### src/rtl/ps2md_pkg.sv
// Package for the PS/2 mouse packet decoder: field constants and result type.
package ps2md_pkg;

    localparam int ByteW   = 8;
    localparam int PosW    = 32;
    localparam int IdxW    = 2;
    localparam int BtnW    = 3;
    localparam int OutPadW = 5;

    // Header byte bit positions
    localparam int HdrAlways = 3;
    localparam int HdrXSign  = 4;
    localparam int HdrYSign  = 5;
    localparam int HdrXOvf   = 6;
    localparam int HdrYOvf   = 7;

    localparam logic [ByteW-1:0] ExtraBadMask = 8'hC0;
    localparam logic [PosW-1:0]  SignFill     = 32'hFFFF_FF00;

    localparam logic [IdxW-1:0] IdxHead  = 2'd0;
    localparam logic [IdxW-1:0] IdxDy    = 2'd2;
    localparam logic [IdxW-1:0] IdxExtra = 2'd3;

    typedef struct packed {
        logic [BtnW-1:0] buttons;   // bit0 left, bit1 right, bit2 middle
        logic [PosW-1:0] pos_y;
        logic [PosW-1:0] pos_x;
    } t_result;

endpackage

### src/rtl/ps2md_core.sv
// Packet assembly, validity checks and position/button accumulation.
module ps2md_core (
    input  logic                           i_clk,
    input  logic                           i_rst_n,
    input  logic                           i_step,
    input  logic [ps2md_pkg::ByteW-1:0]    i_byte,
    input  logic                           i_cfg_we,
    input  logic                           i_cfg_mode,
    output logic                           o_res_valid,
    output ps2md_pkg::t_result             o_res
);

    logic                          r_mode;
    logic [ps2md_pkg::IdxW-1:0]    r_idx;
    logic [ps2md_pkg::ByteW-1:0]   r_pkt [3];
    logic [ps2md_pkg::PosW-1:0]    r_acc_x;
    logic [ps2md_pkg::PosW-1:0]    r_acc_y;
    logic [ps2md_pkg::BtnW-1:0]    r_btn;

    logic [ps2md_pkg::IdxW-1:0]    n_idx;
    logic [ps2md_pkg::IdxW-1:0]    last_idx;
    logic                          take;
    logic                          finish;
    logic                          bad;
    logic                          changed;
    logic [ps2md_pkg::ByteW-1:0]   head;
    logic [ps2md_pkg::ByteW-1:0]   dy_byte;
    logic [ps2md_pkg::PosW-1:0]    dx;
    logic [ps2md_pkg::PosW-1:0]    dy;
    logic [ps2md_pkg::PosW-1:0]    nx;
    logic [ps2md_pkg::PosW-1:0]    ny;
    logic [ps2md_pkg::BtnW-1:0]    nb;

    always_comb begin
        last_idx = r_mode ? ps2md_pkg::IdxExtra : ps2md_pkg::IdxDy;
        take     = i_step && ((r_idx != ps2md_pkg::IdxHead) || i_byte[ps2md_pkg::HdrAlways]);
        finish   = take && (r_idx >= last_idx);
        head     = r_pkt[0];
        dy_byte  = (r_idx == ps2md_pkg::IdxDy) ? i_byte : r_pkt[2];
        dx       = {{(ps2md_pkg::PosW-ps2md_pkg::ByteW){1'b0}}, r_pkt[1]};
        dy       = {{(ps2md_pkg::PosW-ps2md_pkg::ByteW){1'b0}}, dy_byte};
        if (head[ps2md_pkg::HdrXSign]) begin
            dx = dx | ps2md_pkg::SignFill;
        end
        if (head[ps2md_pkg::HdrYSign]) begin
            dy = dy | ps2md_pkg::SignFill;
        end
        nx      = r_acc_x + dx;
        ny      = r_acc_y - dy;
        nb      = head[ps2md_pkg::BtnW-1:0];
        bad     = (r_mode && ((i_byte & ps2md_pkg::ExtraBadMask) != '0))
                  || head[ps2md_pkg::HdrXOvf] || head[ps2md_pkg::HdrYOvf];
        changed = (nx != r_acc_x) || (ny != r_acc_y) || (nb != r_btn);
        o_res_valid = finish && !bad && changed;
        o_res.pos_x   = nx;
        o_res.pos_y   = ny;
        o_res.buttons = nb;
        if (finish) begin
            n_idx = ps2md_pkg::IdxHead;
        end else if (take) begin
            n_idx = r_idx + 2'd1;
        end else begin
            n_idx = r_idx;
        end
    end

    always_ff @(posedge i_clk) begin
        if (!i_rst_n) begin
            r_mode  <= 1'b0;
            r_idx   <= ps2md_pkg::IdxHead;
            r_acc_x <= '0;
            r_acc_y <= '0;
            r_btn   <= '0;
            r_pkt[0] <= '0;
            r_pkt[1] <= '0;
            r_pkt[2] <= '0;
        end else begin
            if (i_cfg_we) begin
                r_mode <= i_cfg_mode;
                r_idx  <= ps2md_pkg::IdxHead;
            end else begin
                r_idx <= n_idx;
            end
            if (take && (r_idx != ps2md_pkg::IdxExtra)) begin
                r_pkt[r_idx] <= i_byte;
            end
            if (o_res_valid) begin
                r_acc_x <= nx;
                r_acc_y <= ny;
                r_btn   <= nb;
            end
        end
    end

`ifndef NO_ASSERTIONS
    a_idx_in_range: assert property (@(posedge i_clk) disable iff (!i_rst_n)
        !(!r_mode && (r_idx == ps2md_pkg::IdxExtra)))
        else $error("byte index past packet end in three-byte mode");

    a_res_restarts: assert property (@(posedge i_clk) disable iff (!i_rst_n)
        o_res_valid |=> (r_idx == ps2md_pkg::IdxHead))
        else $error("packet index not restarted after result");

    a_res_changes: assert property (@(posedge i_clk) disable iff (!i_rst_n)
        o_res_valid |=> (r_acc_x != $past(r_acc_x) || r_acc_y != $past(r_acc_y)
                         || r_btn != $past(r_btn)))
        else $error("result given without a change");

    a_quiet_hold: assert property (@(posedge i_clk) disable iff (!i_rst_n)
        !o_res_valid |=> ($stable(r_acc_x) && $stable(r_acc_y) && $stable(r_btn)))
        else $error("state changed without a result");
`endif

endmodule

### src/rtl/ps2_mouse_packet_decoder.sv
// Top level of the PS/2 mouse packet decoder with stream ports.
// A result reaches the master side after its last byte is registered in r_in_byte and the result in r_out.
// Throughput: one byte per cycle; s_axis_tready drops only while a result waits and a byte is held.
// A packet with no change, overflow or a bad fourth byte produces no item.
// Reset (synchronous, active low) clears mode, packet index, positions and buttons.
module ps2_mouse_packet_decoder (
    input  logic        i_clk,
    input  logic        i_rst_n,
    input  logic        s_axis_tvalid,
    output logic        s_axis_tready,
    input  logic [7:0]  s_axis_tdata,   // [7:0] rx_byte
    output logic        m_axis_tvalid,
    input  logic        m_axis_tready,
    output logic [71:0] m_axis_tdata,   // [31:0] pos_x, [63:32] pos_y, [64] left_down,
                                        // [65] right_down, [66] middle_down, rest zero
    input  logic        i_cfg_valid,
    output logic        o_cfg_ready,
    input  logic [0:0]  i_cfg_data      // [0] four_byte_mode
);

    logic                          r_in_valid;
    logic [ps2md_pkg::ByteW-1:0]   r_in_byte;
    logic                          r_out_valid;
    ps2md_pkg::t_result            r_out;

    logic                          out_free;
    logic                          step;
    logic                          res_valid;
    ps2md_pkg::t_result            res;

    assign out_free      = !r_out_valid || m_axis_tready;
    assign step          = r_in_valid && out_free;
    assign s_axis_tready = !r_in_valid || out_free;
    assign o_cfg_ready   = 1'b1;

    ps2md_core u_core (
        .i_clk       (i_clk),
        .i_rst_n     (i_rst_n),
        .i_step      (step),
        .i_byte      (r_in_byte),
        .i_cfg_we    (i_cfg_valid && o_cfg_ready),
        .i_cfg_mode  (i_cfg_data[0]),
        .o_res_valid (res_valid),
        .o_res       (res)
    );

    always_ff @(posedge i_clk) begin
        if (!i_rst_n) begin
            r_in_valid  <= 1'b0;
            r_out_valid <= 1'b0;
        end else begin
            if (s_axis_tready) begin
                r_in_valid <= s_axis_tvalid;
            end
            if (out_free) begin
                r_out_valid <= step && res_valid;
            end
        end
    end

    always_ff @(posedge i_clk) begin
        if (s_axis_tvalid && s_axis_tready) begin
            r_in_byte <= s_axis_tdata;
        end
        if (step && res_valid) begin
            r_out <= res;
        end
    end

    assign m_axis_tvalid = r_out_valid;
    assign m_axis_tdata  = {{ps2md_pkg::OutPadW{1'b0}}, r_out.buttons, r_out.pos_y, r_out.pos_x};

endmodule
### config.mk
export PLATFORM = sky130hd
export DESIGN_NAME = ps2_mouse_packet_decoder
export DESIGN_NICKNAME = d
export VERILOG_FILES = /design/src/rtl/ps2md_pkg.sv /design/src/rtl/ps2md_core.sv /design/src/rtl/ps2_mouse_packet_decoder.sv
export SDC_FILE = /design/constraint.sdc
export NUM_CORES = 1
export LEC_CHECK = 0
export BUFFER_PORTS_ARGS = -buffer_cell sky130_fd_sc_hd__buf_4
export CORE_MARGIN = 5
export CORE_UTILIZATION = 35
export DETAILED_ROUTE_END_ITERATION = 16
export HOLD_SLACK_MARGIN = 0.05
export SLEW_MARGIN = 5
export SYNTH_ARGS = -nofsm -noshare
export SYNTH_HDL_FRONTEND = slang
export SYNTH_SLANG_ARGS = --single-unit
### constraint.sdc
create_clock -name i_clk -period 10.5 [get_ports i_clk]
set_clock_uncertainty 0.15 [all_clocks]
set_input_delay 2.1 -clock i_clk [delete_from_list [all_inputs] [get_ports i_clk]]
set_output_delay 2.1 -clock i_clk [all_outputs]
set_load 0.005 [all_outputs]
==> metrics <==
die area 37300 um^2; count of buffers from port buffering 82; crit path time final 7110 ps; drt pass-1 iters 5; Post-DRT Antenna Nets 0; final hold slack 324 ps; Finished Core Util 39.4%; Slew headroom 23.2%; Min-Delay Path Class register to register; CP max-delay cell o21ai_2; sw power 406 uW; postcts setup bufs 0; fmax 141 MHz; PD cells 113 nW/um^2; Die Wd 193 um; worst-path fanout max 75; routed length per instance 18.6 um; clock group share of total power 41.6%; CP arrival 7300 ps; clk buf depth 2; PostCTS Resize Cnt 0; Comb pwr share 10.0%; clk root buf clkbuf_16; RSZ-0062 raised after global routing false; top-count cell post-synth nand2_1; outcome completed; CP cell instances inv_1 > ha_1 > mux2_2 > ha_1 > fa_1 > nor2b_1 > o2111ai_2 > a2111oi_1 > or3_1 > o41a_1 > xor2_1 > o21ai_0 > nor4_1 > nand4_1 > o21ai_2 > inv_6 > buf_4 > o211a_1; Hold Vio Cnt, Final 0; post-synth top area share 25.1%; Slew Viols, Final 0; Worst EP required 10690 ps; std cell rows 67; most frequent CP cell ha_1; largest net degree at the start of global routing 79; # DRC 0; Initial Util 35.2%; Initial DRC Count 696; Crit. End Element register; CTS Hold Bufs 0; antenna violations before repair 0; Via density 5.37; Finished Layout Cells 1751; setup TNS 0 ps; Yosys Warn Count 0; Synth async-reset ratio 0%; ant diodes 0; leakage 0.00525 uW; Max Cap Viol 0; Post-synth top cells 194 x nand2_1, 98 x edfxtp_1, 77 x a21oi_1; sw frac 27.4%; clock tree from TritonCTS yes; Post-DP Area 12600 um^2; Worst VDD drop 0.000109 V; largest cells by area after synthesis edfxtp_1 25%, dfxtp_1 12%, ha_1 7.3%; mean post-synth cell area 9.32 um^2; post-route cell area 13100 um^2; Reg power frac 48.4%; worst path buffer plus inverter count 3; Slew @ Worst Pin 1150 ps; vias in the first global route 8937; first-pass GRT wire length 50600 um; Top FF cell, synth edfxtp_1; Synth area leader edfxtp_1; insertion delay to the later sink of the worst-skew pair 450 ps; routed vias 9395; clk slew on worst S/H paths 70 ps; CP peak stage delay 830 ps; final setup fails 0; sequential area share after synthesis 37.4%; Setup crit start kind register; RePlAce Congestion 0.967; Int Pwr 1070 uW; Synth Instances 1258; Sink Count 170; layout cell share with drive strength beyond 1 11.5%; depth of the CTS H-tree 4; core area 33300 um^2; Layout area overhead 11.9%; post-DP HPWL 24900 um; crit path kind register to register; GRT Resource Usage Total 17.5%; cell area after synthesis 11700 um^2; cell family with most CP delay compound AO/OA/AOI/OAI gates; placed cell count 1719; Tcrit/Tclk final 67.7%; die height 193 um; fin nets 1374; Post-Route WL 32600 um; GRT overflow 0; CTS Buf Count 17; EDFF count, synth 98; Yosys reg bits 170; post-synth cell types 86; # IOs 89
==> power groups by stage <==
stage	logic, uW	clock network, uW	registers [uW]
floorplan	107	0	729
global placement	146	0	732
detailed placement	147	0	732
CTS	147	635	717
global route	162	659	717
finish	149	616	717
==> per-stage QoR <==
stage          worst slack, ps  total power [uW]
2_1_floorplan             5280               836
3_3_place_gp              3610               878
3_5_place_dp              3490               879
4_1_cts                   3440              1500
5_1_grt                   2980              1540
6_report                  3390              1480
==> worst reg2reg max path, cell delays in order, from the launching register on <==
cell	delay, ps
dfxtp_1	330
inv_1	140
ha_1	590
mux2_2	430
ha_1	200
fa_1	460
nor2b_1	220
o2111ai_2	210
a2111oi_1	600
or3_1	240
o41a_1	210
xor2_1	240
o21ai_0	110
nor4_1	390
nand4_1	290
o21ai_2	830
inv_6	350
buf_4	590
o211a_1	400
==> placed cells by master (no fill, tap or decap), types with 17 or more instances in the layout <==
cell type / synthesis / routed
a21oi_1: 77 / 77
xor2_1: 44 / 44
xnor2_1: 66 / 66
a21o_1: 19 / 19
inv_1: 30 / 30
o211ai_1: 17 / 17
nor3_1: 18 / 18
nand2_1: 194 / 194
nor2b_1: 18 / 18
dfxtp_1: 72 / 72
buf_4: 6 / 87
edfxtp_1: 98 / 98
mux2i_1: 73 / 73
nand4_1: 26 / 26
ha_1: 68 / 68
clkbuf_16: 0 / 17
o21ai_0: 35 / 35
and3_1: 35 / 35
nor2_1: 63 / 63
nand3_1: 18 / 18
==> kinds of logic after synthesis <==
family / count (synthesis) / share of synthesized area [%]
multiplexers: 78 / 6.71
AO/OA/AOI/OAI: 273 / 16.0
buffers and inverters: 109 / 4.35
AND/OR/NAND/NOR: 437 / 18.0
other: 2 / 0.0640
XOR/XNOR: 119 / 9.93
adder cells (fa/ha/maj): 70 / 7.60
flip-flops: 170 / 37.4
==> registers in the layout, indices dropped and copies added, names as in the netlist <==
| name | count |
|---|---|
| m_axis_tdata | 67 |
| m_axis_tvalid | 1 |
| r_in_byte | 8 |
| u_core.r_mode | 1 |
| u_core.r_idx | 2 |
| r_in_valid | 1 |
| u_core.r_btn | 3 |
| u_core.r_acc_y | 32 |
| u_core.r_pkt | 23 |
| u_core.r_acc_x | 32 |
==> final timing paths <==
| check | slack (ps) | cells past startpoint | endpoint | start |
|---|---|---|---|---|
| setup / recovery | 3390 | 18 | u_core.r_acc_y[1] | u_core.r_idx[0] |
| hold / removal | 320 | 2 | u_core.r_btn[0] | u_core.r_btn[0] |
| setup reg to reg | 3390 | 18 | u_core.r_acc_y[1] | u_core.r_idx[0] |
| hold reg to reg | 320 | 2 | u_core.r_btn[0] | u_core.r_btn[0] |
==> final cells by class <==
cell class | count | area (um^2)
timing repair buffer | 87 | 653
sequential | 170 | 4380
inverter | 31 | 121
clock buffer | 17 | 425
clock inverter | 15 | 130
tap | 448 | 561
fill | 3360 | 20200
multi-input combinational | 983 | 6850
==> routing by layer <==
layer | vias to the layer above | GRT usage, % | share of wire [%]
met4 | 0 | 6.07 | 2.8
met3 | 44 | 3.26 | 4.7
li1 | 4636 | - | -
met1 | 4473 | 23.9 | 47
met2 | 242 | 28.1 | 46
met5 | - | 0 | 0
No activity file was read; power rests on OpenSTA's default activity.
